`config.mk`:
```
export PLATFORM = sky130hd
export DESIGN_NAME = srmb_ctrl
export DESIGN_NICKNAME = d
export VERILOG_FILES = /design/src/assert_macros.svh /design/src/srmb_pkg.sv /design/src/srmb_ctrl.sv
export SDC_FILE = /design/constraint.sdc
export NUM_CORES = 1
export LEC_CHECK = 0
export ABC_AREA = 1
export CAP_MARGIN = 15
export CORE_AREA = 5 5 42 44
export DETAILED_ROUTE_END_ITERATION = 8
export DIE_AREA = 0 0 47 49
export DONT_BUFFER_PORTS = 1
export SETUP_SLACK_MARGIN = 0.5
export SYNTH_ARGS = -nofsm -noshare
export SYNTH_HDL_FRONTEND = slang
export SYNTH_SLANG_ARGS = --single-unit
```
`constraint.sdc`:
```
create_clock -name clock -period 1 [get_ports clock]
set_clock_uncertainty 0.1 [all_clocks]
set_input_delay 0.2 -clock clock [delete_from_list [all_inputs] [get_ports clock]]
set_output_delay 0.2 -clock clock [all_outputs]
set_load 0.005 [all_outputs]
```
`src/assert_macros.svh`:
```
// ---------------------------------------------------------------------------
// Assertion macros
// Shorthand for the concurrent checks of the sparse row matrix builder.
// ---------------------------------------------------------------------------
`ifndef ASSERT_MACROS_SVH
`define ASSERT_MACROS_SVH

// Same-cycle implication, off while reset is high
`define SRMB_ASSERT_IMPLY(label, clk, rst, ante, cons) \
   label: assert property (@(posedge clk) disable iff (rst) (ante) |-> (cons)) \
      else $error("sparse row matrix builder check failed");

// Next-cycle implication, off while reset is high
`define SRMB_ASSERT_NEXT(label, clk, rst, ante, cons) \
   label: assert property (@(posedge clk) disable iff (rst) (ante) |=> (cons)) \
      else $error("sparse row matrix builder check failed");

`endif

```
`src/srmb_pkg.sv`:
```
// ---------------------------------------------------------------------------
// Sparse row matrix builder package
// Field widths, operation and status codes, sequencer states and the
// structs shared by the builder modules.
// ---------------------------------------------------------------------------
`timescale 1ns / 1ps

package srmb_pkg;

   localparam int KIND_BITS      = 2;
   localparam int ROW_BITS       = 10;
   localparam int COL_BITS       = 10;
   localparam int DATA_BITS      = 32;
   localparam int STATUS_BITS    = 3;
   localparam int POS_BITS       = 13;
   localparam int NZ_BITS        = 14;
   localparam int ROW_COUNT_BITS = 11;
   localparam int CSR_DATA_BITS  = 11;

   // operation codes
   localparam logic [KIND_BITS-1:0] KIND_CLEAR = 2'd0;
   localparam logic [KIND_BITS-1:0] KIND_SET   = 2'd1;
   localparam logic [KIND_BITS-1:0] KIND_SUM   = 2'd2;
   localparam logic [KIND_BITS-1:0] KIND_READ  = 2'd3;

   // result status codes
   localparam logic [STATUS_BITS-1:0] ST_UPDATED     = 3'd0;
   localparam logic [STATUS_BITS-1:0] ST_INSERTED    = 3'd1;
   localparam logic [STATUS_BITS-1:0] ST_READ_FOUND  = 3'd2;
   localparam logic [STATUS_BITS-1:0] ST_READ_ABSENT = 3'd3;
   localparam logic [STATUS_BITS-1:0] ST_ROW_ORDER   = 3'd4;
   localparam logic [STATUS_BITS-1:0] ST_STORE_FULL  = 3'd5;

   // register indexes
   localparam logic CSR_ROW_COUNT    = 1'b0;
   localparam logic CSR_INDEX_ORIGIN = 1'b1;

   localparam logic [ROW_COUNT_BITS-1:0] ROW_COUNT_RESET = 11'd1024;

   typedef enum logic [3:0] {
      S_IDLE,
      S_CHECK,
      S_PTR_LO,
      S_PTR_HI,
      S_SCAN,
      S_HIT,
      S_MISS,
      S_LINK,
      S_DONE
   } srmb_state_type;

   typedef struct packed {
      logic [KIND_BITS-1:0]        kind;
      logic [ROW_BITS-1:0]         row;
      logic [COL_BITS-1:0]         column;
      logic signed [DATA_BITS-1:0] value;
   } srmb_req_type;

   typedef struct packed {
      logic signed [DATA_BITS-1:0] read_value;
      logic [STATUS_BITS-1:0]      status;
      logic [POS_BITS-1:0]         position;
      logic [NZ_BITS-1:0]          nonzeros;
   } srmb_rsp_type;

   // datapath conditions seen by the sequencer
   typedef struct packed {
      logic req_valid;
      logic is_clear;
      logic is_read;
      logic row_begun;
      logic scan_hit;
      logic scan_end;
      logic insert_ok;
      logic out_free;
   } srmb_flag_type;

   // sequencer step strobes
   typedef struct packed {
      logic ready;
      logic check;
      logic ptr_lo;
      logic ptr_hi;
      logic scan;
      logic hit;
      logic miss;
      logic link;
      logic done;
   } srmb_ctrl_type;

endpackage

```
`src/srmb_ctrl.sv`:
```
// ---------------------------------------------------------------------------
// Sparse row matrix builder sequencer
// Steps one access through pointer fetch, row scan, update or append (or a clear)
// and result hand-off.
// ---------------------------------------------------------------------------
`timescale 1ns / 1ps

module srmb_ctrl import srmb_pkg::*; (
   input  logic          clock,
   input  logic          reset,
   input  srmb_flag_type flags,
   output srmb_ctrl_type ctl
);

   srmb_state_type state_ff;
   srmb_state_type state_in;

   always_ff @(posedge clock) begin
      if (reset) begin
         state_ff <= S_IDLE;
      end else begin
         state_ff <= state_in;
      end
   end

   always_comb begin
      state_in = state_ff;
      case (state_ff)
         S_IDLE: begin
            if (flags.req_valid) begin
               state_in = S_CHECK;
            end
         end
         S_CHECK: begin
            if (flags.is_clear) begin
               state_in = S_DONE;
            end else if (flags.row_begun) begin
               state_in = S_PTR_LO;
            end else begin
               state_in = S_MISS;
            end
         end
         S_PTR_LO: begin
            state_in = S_PTR_HI;
         end
         S_PTR_HI: begin
            state_in = S_SCAN;
         end
         S_SCAN: begin
            if (flags.scan_hit) begin
               state_in = S_HIT;
            end else if (flags.scan_end) begin
               state_in = S_MISS;
            end
         end
         S_HIT: begin
            state_in = S_DONE;
         end
         S_MISS: begin
            if (!flags.is_read && flags.insert_ok) begin
               state_in = S_LINK;
            end else begin
               state_in = S_DONE;
            end
         end
         S_LINK: begin
            state_in = S_DONE;
         end
         S_DONE: begin
            if (flags.out_free) begin
               state_in = S_IDLE;
            end
         end
         default: begin
            state_in = S_IDLE;
         end
      endcase
   end

   always_comb begin
      ctl = '0;
      case (state_ff)
         S_IDLE:   ctl.ready  = 1'b1;
         S_CHECK:  ctl.check  = 1'b1;
         S_PTR_LO: ctl.ptr_lo = 1'b1;
         S_PTR_HI: ctl.ptr_hi = 1'b1;
         S_SCAN:   ctl.scan   = 1'b1;
         S_HIT:    ctl.hit    = 1'b1;
         S_MISS:   ctl.miss   = 1'b1;
         S_LINK:   ctl.link   = 1'b1;
         S_DONE:   ctl.done   = 1'b1;
         default:  ctl        = '0;
      endcase
   end

endmodule

```
==> impl_metrics.py, run 1 <==
metrics = {
    "placement": {
        "place_area_sq_um": 480,
        "place_ws_ns": -0.136,
        "hpwl_um": 861,
        "routabilityCongestion": 0.734,
        "portBuffers": 0,
    },
    "routing": {
        "routedWlPerCell_um": 12.6,
        "routed_wl_mm": 1.27,
        "ant_nets": 0,
        "avgViaCountPerCell": 4.80,
        "drc_errors": 0,
        "vias": 485,
        "first_iter_violations": 9,
        "first_pass_iters": 4,
    },
    "outcome": {
        "violations": "hold timing, setup timing",
        "status": "finished with violations",
    },
    "finish": {
        "largestRegisters": "state_ff (4)",
        "drive_gt1_share_pct": 70.6,
        "regMostFlops": "state_ff",
        "fillers": 134,
        "diodes": 0,
        "area_growth_pct": 99.0,
        "fin_area_sq_um": 767,
        "largest_reg_flops": 4,
        "nets": 97,
    },
    "synthesis": {
        "synth_seq_cells": 4,
        "yosysWarnings": 0,
        "yosys-top-cells-count": "nand2_1, inv_1, nand3_1",
        "synth_top_area_share_pct": 20.8,
        "netlist_area_sq_um": 385,
        "postSynthCellCount": 63,
        "synth_ff_type": "dfxtp_1",
        "seq_area_frac_synth_pct": 20.8,
        "async_flop_share_pct": 0,
        "post_synth.cell_area_avg_sq_um": 6.12,
        "synth_area_leader_cell": "dfxtp_1",
        "synth_area_leaders": "dfxtp_1, nand3_1, nand2_1",
        "syn_nets": 73,
        "yosysMostFrequentCell": "nand2_1",
        "ys_types": 15,
        "synth_edf_count": 0,
    },
    "cts": {
        "cts.reportedPaths.clkPinSlew_ns": 0.03,
        "h-tree-depth": 1,
        "clkLatencyLatePin_ns": 0.23,
        "cts_tree": "yes",
        "numCtsBuffers": 3,
        "cts_root_buffer": "clkbuf_4",
        "cts_sinks": 4,
        "clk_path_buf_depth": 2,
    },
    "grt": {
        "grtUsageTotal_pct": 12.8,
        "overflow": 0,
        "grt_max_degree": 6,
        "grt_pass1_wl_mm": 2.09,
        "grt_pass1_vias": 472,
        "antenna_found_initial": 0,
    },
    "setup_path": {
        "timing.rr.start": "state_ff[2]$_SDFFE_PP0P_",
        "cp-startpoint": "state_ff[2]$_SDFFE_PP0P_",
        "crit_path_start_kind": "flop",
        "cp.arrival_ns": 1.04,
        "crit_type": "reg2out",
        "critPathMaxFanout": 4,
        "end_kind": "primary output",
        "crit_required_ns": 0.70,
    },
    "timing": {
        "finalHoldViolations": 2,
        "min_period_ns": 1.34,
        "rsz0062_at_grt": "true",
        "whs_ns": -0.0805,
        "tightest_slew_ns": 0.237,
        "finalSetupViolCount": 13,
        "final_max_slew_viol_count": 0,
        "clock.fmax_ghz": 0.746,
        "maxSlewHeadroom_pct": 84.1,
        "period_share_pct": 134,
        "timing.final.ws_setup_ns": -0.340,
    },
    "floorplan": {
        "core_sq_mm": 0.00140,
        "dieArea_sq_mm": 0.00230,
        "die_x_um": 47,
        "die_h_um": 49,
        "num_rows": 14,
        "start_util_pct": 27.5,
        "ios": 19,
    },
    "power": {
        "pwr-share-clk_pct": 15.9,
        "comb_power_share_pct": 62.7,
        "seqPwrFrac_pct": 21.4,
        "irDropWorstVdd_mv": 1.04,
        "intPower_uw": 703,
        "switching_share_pct": 42.3,
        "power_density_mw_per_mm2": 1590,
        "p_leak_uw": 0.000372,
        "switchingPower_uw": 516,
    },
    "worst_hold_path": {
        "hp-start": "reset",
        "hold_path_class": "in2reg",
    },
    "job": {
        "maxCapViolCount": 0,
    },
}
## power by group through the flow
stage	sequential [uW]	combinational, uW	clock [uW]
floorplan	243	298	0
global placement	249	409	0
detailed placement	249	411	0
CTS	252	688	208
global route	267	815	217
finish	261	764	194
## layer usage
layer	vias to the layer above	track usage (%)	part of all wire [%]	wire length (um)
li1	244	-	-	-
met1	218	13.0	36	454
met2	17	20.8	51	645
met3	6	4.43	8.0	102
met4	0	8.76	5.2	66
met5	-	0	0	0
## area by class of cell
class | count | area, sq um | area share, %
Inverter | 14 | 67.6 | 8.81
Multi-Input combinational cell | 45 | 379 | 49.4
Tap cell | 16 | 20.0 | 2.61
Timing Repair Buffer | 19 | 183 | 23.8
Sequential cell | 4 | 95.1 | 12.4
Clock buffer | 3 | 22.5 | 2.94
## through the flow
stage               power, uW  setup TNS, ns  hold slack [ns]  utilization (%)  instances
global route             1300          -4.00          -0.0949             54.7        101
detailed placement        661          -1.01            0.162             34.3         84
finish                   1220          -3.40          -0.0805             54.7        101
floorplan                 540        -0.0293            0.159                -         63
global placement          658          -1.03            0.161             34.3         84
CTS                      1150          -3.33          -0.0918             51.0         99
## critical path, cell delays in order (launching register included)
cell	delay (ns)
dfxtp_4	0.35
nor2_4	0.15
buf_12	0.12
buf_12	0.09
nand2_4	0.04
inv_2	0.06
## cells by family (layout without fill, tap and decap cells)
group | after synthesis | in the layout | share of synthesized area [%]
buffers and inverters | 14 | 36 | 13.6
flip-flops | 4 | 4 | 20.8
AND/OR/NAND/NOR | 45 | 45 | 65.6
## path summary, 6_finish.rpt
kind	end	slack, ns	depth (start not counted)
worst max register to register	state_ff[0]$_SDFFE_PP0P_	-0.30	9
worst max-delay path	ctl[6]	-0.34	5
worst min-delay path	state_ff[0]$_SDFFE_PP0P_	-0.08	1
worst min register to register	state_ff[2]$_SDFFE_PP0P_	0.72	5
## timing repair
| action | in CTS | in global routing |
|---|---|---|
| endpoints found under the setup margin | 13 | 13 |
| hold endpoints to repair | 2 | 2 |
| buffers inserted | 12 | 2 |
| gates resized for setup | 27 | 9 |
| pin swaps | 11 | 2 |
## layout by cell type, fill, tap and decap left out, types with 2 or more instances in the layout
cell / Yosys / final
buf_4: 0 / 13
nor2_1: 8 / 3
nand2_1: 10 / 7
nand3_2: 2 / 6
buf_6: 0 / 4
nand3_1: 9 / 5
nand2_2: 1 / 2
nor2_2: 4 / 5
inv_1: 9 / 8
nor2_4: 3 / 7
dfxtp_4: 0 / 4
clkbuf_4: 0 / 3
nor3_4: 0 / 3
inv_2: 5 / 3
nand2_8: 0 / 2
nor3_2: 1 / 2
buf_12: 0 / 2
(Power assumes the default switching activity.)
==> run 2: changes to the inputs <==
--- a/config.mk
+++ b/config.mk
@@ -6,7 +6,6 @@
 export NUM_CORES = 1
 export LEC_CHECK = 0
 export ABC_AREA = 1
-export CAP_MARGIN = 15
 export CORE_AREA = 5 5 42 44
 export DETAILED_ROUTE_END_ITERATION = 8
 export DIE_AREA = 0 0 47 49
==> constraint.sdc (replaced) <==
create_clock -name clock -period 1 [get_ports clock]
set_clock_uncertainty 0.1 [all_clocks]
set_input_delay 0.1 -clock clock [delete_from_list [all_inputs] [get_ports clock]]
set_output_delay 0.1 -clock clock [all_outputs]
set_load 0.005 [all_outputs]
==> run 2 against run 1 <==
Hold slack worse by 0.10 ns. Maximum frequency is 8.9% higher. The flow still finishes with violations (hold timing, setup timing). Largest cell class unchanged. Largest power group unchanged. Core utilization decreased by 1.7 points. Critical path type unchanged. Routed wire length fell by 6.3%.
==> impl_metrics.py, run 2 (synthesized netlist as in run 1, its figures left out) <==
metrics = {
    "floorplan": {
        "num_rows": 14,
        "ios": 19,
        "dieArea_sq_mm": 0.00230,
        "die_x_um": 47,
        "core_sq_mm": 0.00140,
        "die_h_um": 49,
        "start_util_pct": 27.5,
    },
    "timing": {
        "whs_ns": -0.185,
        "rsz0062_at_grt": "true",
        "finalSetupTns_ns": -2.37,
        "min_period_ns": 1.23,
        "clock.fmax_ghz": 0.812,
        "maxSlewHeadroom_pct": 87.4,
        "finalSetupViolCount": 13,
        "finalHoldViolations": 4,
        "tightest_slew_ns": 0.189,
        "timing.final.ws_setup_ns": -0.231,
        "period_share_pct": 123,
        "final_max_slew_viol_count": 0,
    },
    "placement": {
        "hpwl_um": 872,
        "portBuffers": 0,
        "routabilityCongestion": 0.807,
        "place_ws_ns": -0.0945,
        "place_area_sq_um": 505,
    },
    "power": {
        "irDropWorstVdd_mv": 0.912,
        "power_density_mw_per_mm2": 1640,
        "total_power_uw": 1220,
        "p_leak_uw": 0.000357,
    },
    "cts": {
        "cts.reportedPaths.clkPinSlew_ns": 0.04,
        "numCtsBuffers": 3,
        "cts_root_buffer": "clkbuf_4",
        "clk_path_buf_depth": 2,
        "cts_sinks": 4,
        "h-tree-depth": 1,
        "clkLatencyLatePin_ns": 0.24,
        "cts_tree": "yes",
    },
    "setup_path": {
        "path_cells": "inv_4, nand2_4, nor2_4, buf_6, buf_6",
        "path_common_cell": "buf_6",
        "crit_required_ns": 0.80,
        "end_kind": "primary output",
        "cp.arrival_ns": 1.03,
        "critPathMaxFanout": 5,
        "crit_path_start_kind": "flop",
        "crit_type": "reg2out",
        "path_buf_inv": 3,
        "cpMaxStageDelayCell": "dfxtp_4",
        "cpPeakStageDelay_ns": 0.36,
        "crit_family": "flip-flops",
    },
    "finish": {
        "largest_reg_flops": 4,
        "diodes": 0,
        "area_growth_pct": 92.9,
        "fillers": 138,
        "fin_area_sq_um": 743,
        "drive_gt1_share_pct": 65.2,
        "most-common-layout-cells": "buf_4, nand2_1, nor2_4, inv_1, buf_6",
        "regMostFlops": "state_ff",
        "mostFrequentLayoutCell": "buf_4",
        "nets": 100,
        "largestRegisters": "state_ff (4)",
    },
    "grt": {
        "grt_pass1_wl_mm": 1.84,
        "grt_max_degree": 6,
        "antenna_found_initial": 0,
        "grt_pass1_vias": 437,
        "overflow": 0,
        "grtUsageTotal_pct": 10.7,
    },
    "routing": {
        "drc_errors": 0,
        "avgViaCountPerCell": 4.58,
        "routed_wl_mm": 1.19,
        "routedWlPerCell_um": 11.3,
        "vias": 481,
        "first_pass_iters": 7,
        "ant_nets": 0,
        "first_iter_violations": 7,
    },
    "outcome": {
        "violations": "hold timing, setup timing",
        "status": "finished with violations",
    },
    "job": {
        "maxCapViolCount": 0,
    },
    "worst_hold_path": {
        "hold_path_class": "in2reg",
    },
}
[run 2: cell types whose count changed in the layout (fill, tap and decap cells not counted), sizes merged]
cell / delta
buf: +3
clkbuf: +1
[run 2: through the flow]
step / utilization [%] / std cells
2_1_floorplan: - / 63
3_3_place_gp: 36.1 / 89
3_5_place_dp: 36.1 / 89
4_1_cts: 49.2 / 104
5_1_grt: 53.0 / 105
6_report: 53.0 / 105
[run 2: repair_timing]
item                                   4_1_cts  5_1_grt
setup buffers                               11        1
resized for setup                           17       12
cloned                                       0        0
setup endpoints to repair                   13       13
endpoints found under the hold margin        4        4
pin swaps                                    4        8
[run 2: where the power goes]
part,switching (uW),leakage (uW),internal (uW)
clock network,71.9,0.0000150,150
registers,47.4,0.0000356,195
logic,372,0.000307,385
total,491,0.000357,731
[run 2: metal layers]
layer  vias up  GRT usage, %  wire (um)  part of all wire (%)
met5         -             0          0                     0
met4         0          4.15         14                   1.2
met3         4          3.69        103                   8.7
met2        19          15.8        583                    49
met1       208          13.9        488                    41
li1        250             -          -                     -
[run 2: worst paths after layout]
kind                            start                  endpoint  slack [ns]  cells after the start
max          state_ff[1]$_SDFFE_PP0P_                    ctl[4]       -0.23                      5
min                             reset  state_ff[0]$_SDFFE_PP0P_       -0.19                      1
max reg2reg  state_ff[1]$_SDFFE_PP0P_  state_ff[1]$_SDFFE_PP0P_       -0.23                      6
min reg2reg  state_ff[1]$_SDFFE_PP0P_  state_ff[3]$_SDFFE_PP0P_        0.57                      5
[run 2: layout make-up]
class                   instances  area (sq um)  share of cell area, %
inverters                      14          57.6                   7.74
repair buffers                 22           195                   26.3
multi-input cells              45           349                   47.0
clock buffers                   4          26.3                   3.54
well taps                      16          20.0                   2.69
flip-flops and latches          4          95.1                   12.8
